$ cat src/hw/rtl/tdp_pkg.sv
`default_nettype none
// ----------------------------------------------------------------------------
// tdp_pkg
// Shared widths, microcode encoding and control ROM for the prime tester.
// ----------------------------------------------------------------------------
package tdp_pkg;

    localparam int NUM_WIDTH = 32;                      // candidate width as tested
    localparam int IN_WIDTH  = 32;                      // candidate port width
    localparam int CNT_WIDTH = $clog2(NUM_WIDTH);       // divider bit counter
    localparam int PC_WIDTH  = 3;

    typedef logic [NUM_WIDTH-1:0] num_t;
    typedef logic [CNT_WIDTH-1:0] cnt_t;
    typedef logic [PC_WIDTH-1:0]  pc_t;

    // datapath operations
    typedef enum logic [2:0] {
        OP_NONE   = 3'd0,
        OP_ACCEPT = 3'd1,   // load candidate, divisor = 2
        OP_INIT   = 3'd2,   // start first division, clear flag
        OP_DIV    = 3'd3,   // one restoring division bit
        OP_SET    = 3'd4,   // flag = prime
        OP_CLR    = 3'd5,   // flag = not prime
        OP_NEXT   = 3'd6,   // divisor + 1, restart division
        OP_REPORT = 3'd7    // move flag to output register if free
    } op_t;

    // jump conditions
    typedef enum logic [2:0] {
        JC_NEVER    = 3'd0,
        JC_ALWAYS   = 3'd1,
        JC_NO_INPUT = 3'd2,
        JC_SMALL    = 3'd3,
        JC_DIV_BUSY = 3'd4,
        JC_D_GT_Q   = 3'd5,
        JC_REM_ZERO = 3'd6,
        JC_OUT_BUSY = 3'd7
    } cond_t;

    typedef struct packed {
        op_t   op;
        cond_t cond;
        pc_t   target;
    } ucode_t;

    typedef struct packed {
        logic init;
        logic step;
    } div_ctrl_t;

    localparam pc_t STEP_WAIT   = 3'd0;
    localparam pc_t STEP_INIT   = 3'd1;
    localparam pc_t STEP_DIV    = 3'd2;
    localparam pc_t STEP_TEST   = 3'd3;
    localparam pc_t STEP_ZERO   = 3'd4;
    localparam pc_t STEP_NEXT   = 3'd5;
    localparam pc_t STEP_REPORT = 3'd6;

    // control store: a taken jump goes to target, otherwise the next step (report falls back to wait)
    function automatic ucode_t ucode_rom(input pc_t pc);
        ucode_t w;
        begin
            case (pc)
                STEP_WAIT:   w = '{OP_ACCEPT, JC_NO_INPUT, STEP_WAIT};
                STEP_INIT:   w = '{OP_INIT,   JC_SMALL,    STEP_REPORT};
                STEP_DIV:    w = '{OP_DIV,    JC_DIV_BUSY, STEP_DIV};
                STEP_TEST:   w = '{OP_SET,    JC_D_GT_Q,   STEP_REPORT};
                STEP_ZERO:   w = '{OP_CLR,    JC_REM_ZERO, STEP_REPORT};
                STEP_NEXT:   w = '{OP_NEXT,   JC_ALWAYS,   STEP_DIV};
                STEP_REPORT: w = '{OP_REPORT, JC_OUT_BUSY, STEP_REPORT};
                default:     w = '{OP_NONE,   JC_ALWAYS,   STEP_WAIT};
            endcase
            return w;
        end
    endfunction

endpackage
`default_nettype wire

$ cat src/hw/rtl/tdp_divider.sv
`default_nettype none
// ----------------------------------------------------------------------------
// tdp_divider
// Restoring shift-subtract divider, one quotient bit per step.
// ----------------------------------------------------------------------------
module tdp_divider (
    input  wire logic               clk,
    input  wire logic               rst_n,
    input  wire tdp_pkg::div_ctrl_t ctrl,
    input  wire tdp_pkg::num_t      dividend,
    input  wire tdp_pkg::num_t      divisor,
    output tdp_pkg::num_t           quotient,
    output tdp_pkg::num_t           remainder,
    output logic                    last
);
    import tdp_pkg::*;

    num_t rem_reg, rem_next;
    num_t qs_reg,  qs_next;     // dividend bits out at the top, quotient bits in
    cnt_t cnt_reg, cnt_next;

    logic [NUM_WIDTH:0] trial;
    logic [NUM_WIDTH:0] diff;

    always_comb
    begin
        trial    = {rem_reg, qs_reg[NUM_WIDTH-1]};
        diff     = trial - {1'b0, divisor};
        rem_next = rem_reg;
        qs_next  = qs_reg;
        cnt_next = cnt_reg;
        if (ctrl.init)
        begin
            rem_next = '0;
            qs_next  = dividend;
            cnt_next = '0;
        end
        else if (ctrl.step)
        begin
            if (!diff[NUM_WIDTH])
            begin
                rem_next = diff[NUM_WIDTH-1:0];
                qs_next  = {qs_reg[NUM_WIDTH-2:0], 1'b1};
            end
            else
            begin
                rem_next = trial[NUM_WIDTH-1:0];
                qs_next  = {qs_reg[NUM_WIDTH-2:0], 1'b0};
            end
            cnt_next = cnt_reg + cnt_t'(1);
        end
    end

    always_ff @(posedge clk or negedge rst_n)
    begin
        if (!rst_n)
            cnt_reg <= '0;
        else
            cnt_reg <= cnt_next;
    end

    always_ff @(posedge clk)
    begin
        rem_reg <= rem_next;
        qs_reg  <= qs_next;
    end

    assign quotient  = qs_reg;
    assign remainder = rem_reg;
    assign last      = (cnt_reg == cnt_t'(NUM_WIDTH - 1));

endmodule
`default_nettype wire

$ cat config.mk
export PLATFORM = sky130hd
export DESIGN_NAME = tdp_divider
export DESIGN_NICKNAME = d
export VERILOG_FILES = /design/src/hw/rtl/tdp_pkg.sv /design/src/hw/rtl/tdp_divider.sv
export SDC_FILE = /design/constraint.sdc
export NUM_CORES = 1
export LEC_CHECK = 0
export BUFFER_PORTS_ARGS = -buffer_cell sky130_fd_sc_hd__buf_2
export CAP_MARGIN = 5
export CORE_MARGIN = 5
export CORE_UTILIZATION = 54
export CTS_CLUSTER_SIZE = 24
export DETAILED_ROUTE_END_ITERATION = 8
export GPL_ROUTABILITY_DRIVEN = 0
export PLACE_DENSITY = 0.82
export SYNTH_ARGS = -nofsm -noshare
export SYNTH_HDL_FRONTEND = slang
export SYNTH_SLANG_ARGS = --single-unit
$ cat constraint.sdc
create_clock -name clk -period 4 [get_ports clk]
set_input_delay 0.6 -clock clk [delete_from_list [all_inputs] [get_ports clk]]
set_output_delay 0.6 -clock clk [all_outputs]
set_load 0.01 [all_outputs]
# Word-level counts from Yosys, hierarchy flattened
# Cells that the tools add are included.
[word_totals]
reg_bits = 69
out_inout_bits = 65
in_bits = 68
elab_cells = 13
[op_classes]
eq_ne = 1
reduce_logical = 1
add_sub_neg = 2
mux = 6
[op_table]
columns = ["op", "count"]
rows = [
  ["$mux W32", 3],
  ["$sub A33 B32 Y33", 1],
  ["$mux W5", 2],
  ["$add A5 B1 Y5 const B", 1],
  ["$eq A5 B5 Y1 const B", 1],
  ["$reduce_bool A2 Y1", 1],
  ["$mux W1", 1],
]

# Longest topological paths before layout
[depth]
ltp_word = 4
depth_mapped = 12
mapped_depth_nobuf = 11

# Least setup slack after synthesis
# Ideal clock, no wire load.
[synth_timing]
path_type = "input port to flip-flop"
startpoint = "in divisor[0]"
endpoint = "reg rem_reg[24] (netlist: remainder[24])"
t_required_ns = 3.909
arrival_time_ns = 2.999
n_path_buf = 1
cell_stages = 11
setup_ns = 0.091
slack_ns = 0.910
cell_sequence = "ha_1 -> fa_1 -> nand2b_1 -> a21o_1 -> a211o_1 -> a21oi_1 -> o31ai_4 -> xnor2_2 -> buf_2 -> nand3_1 -> a311oi_1"
[synth_between]
elab_chain_cells = 2
[synth_rtl]
columns = ["element", "line_no", "source"]
rows = [
  ["from (decl)", "tdp_divider.sv:11", "input wire tdp_pkg::num_t divisor,"],
  ["$sub A33 B32 Y33", "tdp_divider.sv:28", "diff = trial - {1'b0, divisor};"],
  ["$mux W32", "tdp_divider.sv:40", "if (!diff[NUM_WIDTH])"],
  ["to (signal assigned)", "tdp_divider.sv:64", "rem_reg <= rem_next;"],
  ["to (decl)", "tdp_divider.sv:18", "num_t rem_reg, rem_next;"],
]
# No other way between the ends.
# A chain may end at the register's enable or synchronous reset.

# Final worst setup path
[layout_timing]
startpoint = "reg qs_reg[31] (netlist: quotient[31])"
endpoint = "reg rem_reg[31] (netlist: remainder[31])"
[layout_between]
elab_chain_cells = 2
[layout_rtl]
columns = ["element", "line_no", "source"]
rows = [
  ["from (decl)", "tdp_divider.sv:19", "num_t qs_reg, qs_next;"],
  ["from (signal assigned)", "tdp_divider.sv:65", "qs_reg <= qs_next;"],
  ["$sub A33 B32 Y33", "tdp_divider.sv:28", ""],
  ["$mux W32", "tdp_divider.sv:40", ""],
]
# No other way between the ends.

==> flow_metrics.tcl <==
set metrics [dict create \
    ys_types 63 \
    start_util_pct 54.4 \
    grt_pass1_vias 4488 \
    postCtsHoldBufs 0 \
    fin_cells 803 \
    port_buffers 132 \
    synthTopCellsByArea "edfxtp_1, dfxtp_1, ha_1" \
    cts.sinks 69 \
    ir_worst_vdd_uv 202 \
    post_cts_resized 0 \
    clkTransAtPathRegs_ns 0.09 \
    crit_start "quotient[31]$_DFFE_PP_" \
    r2r-start "quotient[31]$_DFFE_PP_" \
    synth.largest_area_cell "edfxtp_1" \
    rows 35 \
    grtUsageMet3_pct 6.00 \
    worstRegToRegCells 12 \
    synthesis.area_um2 4960 \
    vias 4671 \
    crit_type "flip-flop to flip-flop" \
    syn_area_per_cell_um2 8.76 \
    yosysSeqAreaShare_pct 34.8 \
    cts_root_buf "clkbuf_8" \
    coreArea_um2 9110 \
    area_growth_pct 19.0 \
    dp_hpwl_um 9570 \
    wirelength_um 12700 \
    grt_max_degree 44 \
    post_cts_buffers 0 \
    antenna_left 0 \
    synth_top_area_share_pct 19.4 \
    drtPass1Iterations 5 \
    r2r_end "remainder[31]$_SDFFE_PP0P_" \
    p_total_mw 2.22 \
    dp.cells 787 \
    yosys_warnings 0 \
    async_reset_ff_share_pct 7.25 \
    grtUsageMet1_pct 29.1 \
    ctsLongestPathBuffers 2 \
    cp.required_ns 4.26 \
    syn-instance-count 566 \
    synthFlopType "edfxtp_1" \
    rsz0062_at_grt "no" \
    power_density_nw_per_um2 377 \
    die_area_um2 11200 \
    cp_max_fo 34 \
    cts_tree "done" \
    hp-class "input port to async pin" \
    finalSetupViolations 0 \
    avgRoutedWirePerCell_um 15.9 \
    clock_skew_ns 0.0102 \
    busiest_layer "met2" \
    nNetsFinal 790 \
    cts_buffers 9 \
    synth_edf_count 32 \
    r2r_slack_ns 0.78 \
    hold_violations 0 \
    clock_latency_ns 0.36 \
    leakage_nw 2.71 \
    dieWidth_um 106 \
    ys_ff_latch 69 \
    worst_pin_slew_ns 0.746 \
    gr-total-overflow 0 \
    finalMaxSlewViolations 0 \
    period_needed_ns 3.22 \
    clock.fmax_mhz 310 \
    tns_ns 0 \
    boundaryPins 133 \
    status "complete, no violations" \
    utilization_pct 64.8 \
    drive_gt1_share_pct 27.9 \
    grt_pass1_wl_um 20900 \
    syn_nets 669 \
    insertedDiodeCount 0 \
    fin_crit_sh_pct 80.6 \
    relSlewSlack_pct 50.3 \
    cp.arrival_ns 3.48 \
    die_h_um 106 \
    grtUsageMet2_pct 37.6 \
    via_per_inst 5.82 \
    drc 0 \
    max-cap-violations 0 \
    fillers 767 \
    antenna_found_initial 0 \
    grt_usage_pct 22.6 \
    cp-end-kind "flip-flop" \
    setup.worst_path.start_class "flip-flop" \
    cts_htree_levels 3 \
    drt-initial-drc-count 244 \
]
-- cell families (layout without fill, tap and decap cells) --
group           after synthesis  count (layout)  share of synthesized area (%)
fa+ha+maj                    35              35                           8.98
compound gates              144             144                           20.4
xor+xnor                     21              21                           4.01
buf+inv                      68             194                           5.27
simple gates                193             193                           18.4
flops                        69              69                           34.8
mux                          36              36                           8.05
-- cells in the mapped netlist (all sizes together) (8+ instances only) --
cell    number
edfxtp      32
nand3       14
inv         41
clkbuf      21
ha          34
o21ai       22
dfxtp       32
xnor2       13
a21o         9
a311oi      25
a211oi       8
nor3         8
mux2        31
or3          8
xor2         8
a21oi       34
nor2        55
nand2       65
nand2b      10
-- worst max-delay path by stage --
| stage | end | slack (ns) | cells past startpoint |
|---|---|---|---|
| final | remainder[31]$_SDFFE_PP0P_ | 0.78 | 12 |
| after CTS | remainder[31]$_SDFFE_PP0P_ | 0.76 | 12 |
| after detailed placement | remainder[31]$_SDFFE_PP0P_ | 0.51 | 12 |
| after floorplan | remainder[24]$_SDFFE_PP0P_ | 0.91 | 11 |
| after global routing | remainder[31]$_SDFFE_PP0P_ | 0.58 | 12 |
| after global placement | remainder[25]$_SDFFE_PP0P_ | 0.61 | 12 |
-- power breakdown --
part / switching, mW / internal, mW / leakage (nW)
combinational: 0.429 / 0.323 / 1.96
sequential: 0.0546 / 0.819 / 0.660
clock: 0.307 / 0.290 / 0.0935
-- metal layers --
metal	share of wire [%]	wire length, um	vias to the layer above
li1	-	-	2312
met1	44	5650	2204
met2	49	6200	137
met3	5.4	687	18
met4	1.6	201	0
met5	0	0	-
-- cell usage in the layout (no fill, tap or decap), types with 4 or more instances in the layout --
cell      count
buf_2       132
nand2_1      65
nor2_1       55
inv_1        41
a21oi_1      34
ha_1         34
edfxtp_1     32
dfxtp_1      32
mux2_2       31
a311oi_1     25
o21ai_0      22
nand3_1      14
xnor2_1      11
nand2b_1     10
a21o_1        9
clkbuf_8      9
nor3_1        8
xor2_1        8
a211oi_1      8
or3_1         8
o211ai_1      6
o21bai_1      6
and3_1        5
nor3b_1       5
mux2i_1       5
a31oi_1       5
dfrtp_1       5
o22ai_1       4
nor2b_1       4
buf_4         4
-- metrics by stage --
| step | hold slack [ns] | setup slack, ns | instance area [um^2] |
|---|---|---|---|
| finish | 0.0400 | 0.775 | 5900 |
| global route | 0.0263 | 0.582 | 5900 |
| CTS | 0.0349 | 0.759 | 5900 |
| detailed placement | 0.416 | 0.512 | 5700 |
| global placement | 0.414 | 0.609 | 5700 |
| floorplan | 0.304 | 0.910 | 4960 |
-- layout make-up --
class / instances / area, um^2 / area share, %
Multi-Input combinational cell: 429 / 2970 / 50.3
Sequential cell: 69 / 1730 / 29.3
Timing Repair Buffer: 137 / 711 / 12.0
Inverter: 41 / 154 / 2.61
Tap cell: 111 / 139 / 2.35
Clock buffer: 9 / 124 / 2.10
Clock inverter: 7 / 75.1 / 1.27
-- worst max-delay path: stages, from the launching register on --
cell and delay [ns]:
edfxtp_1 0.40, inv_1 0.06, ha_1 0.21, fa_1 0.38
nand2b_1 0.21, a21o_1 0.19, a211o_1 0.29, a21oi_1 0.25
o31ai_4 0.14, xnor2_2 0.17, buf_12 0.18, or3b_1 0.38
a311oi_1 0.28
(Power assumes the default switching activity.)
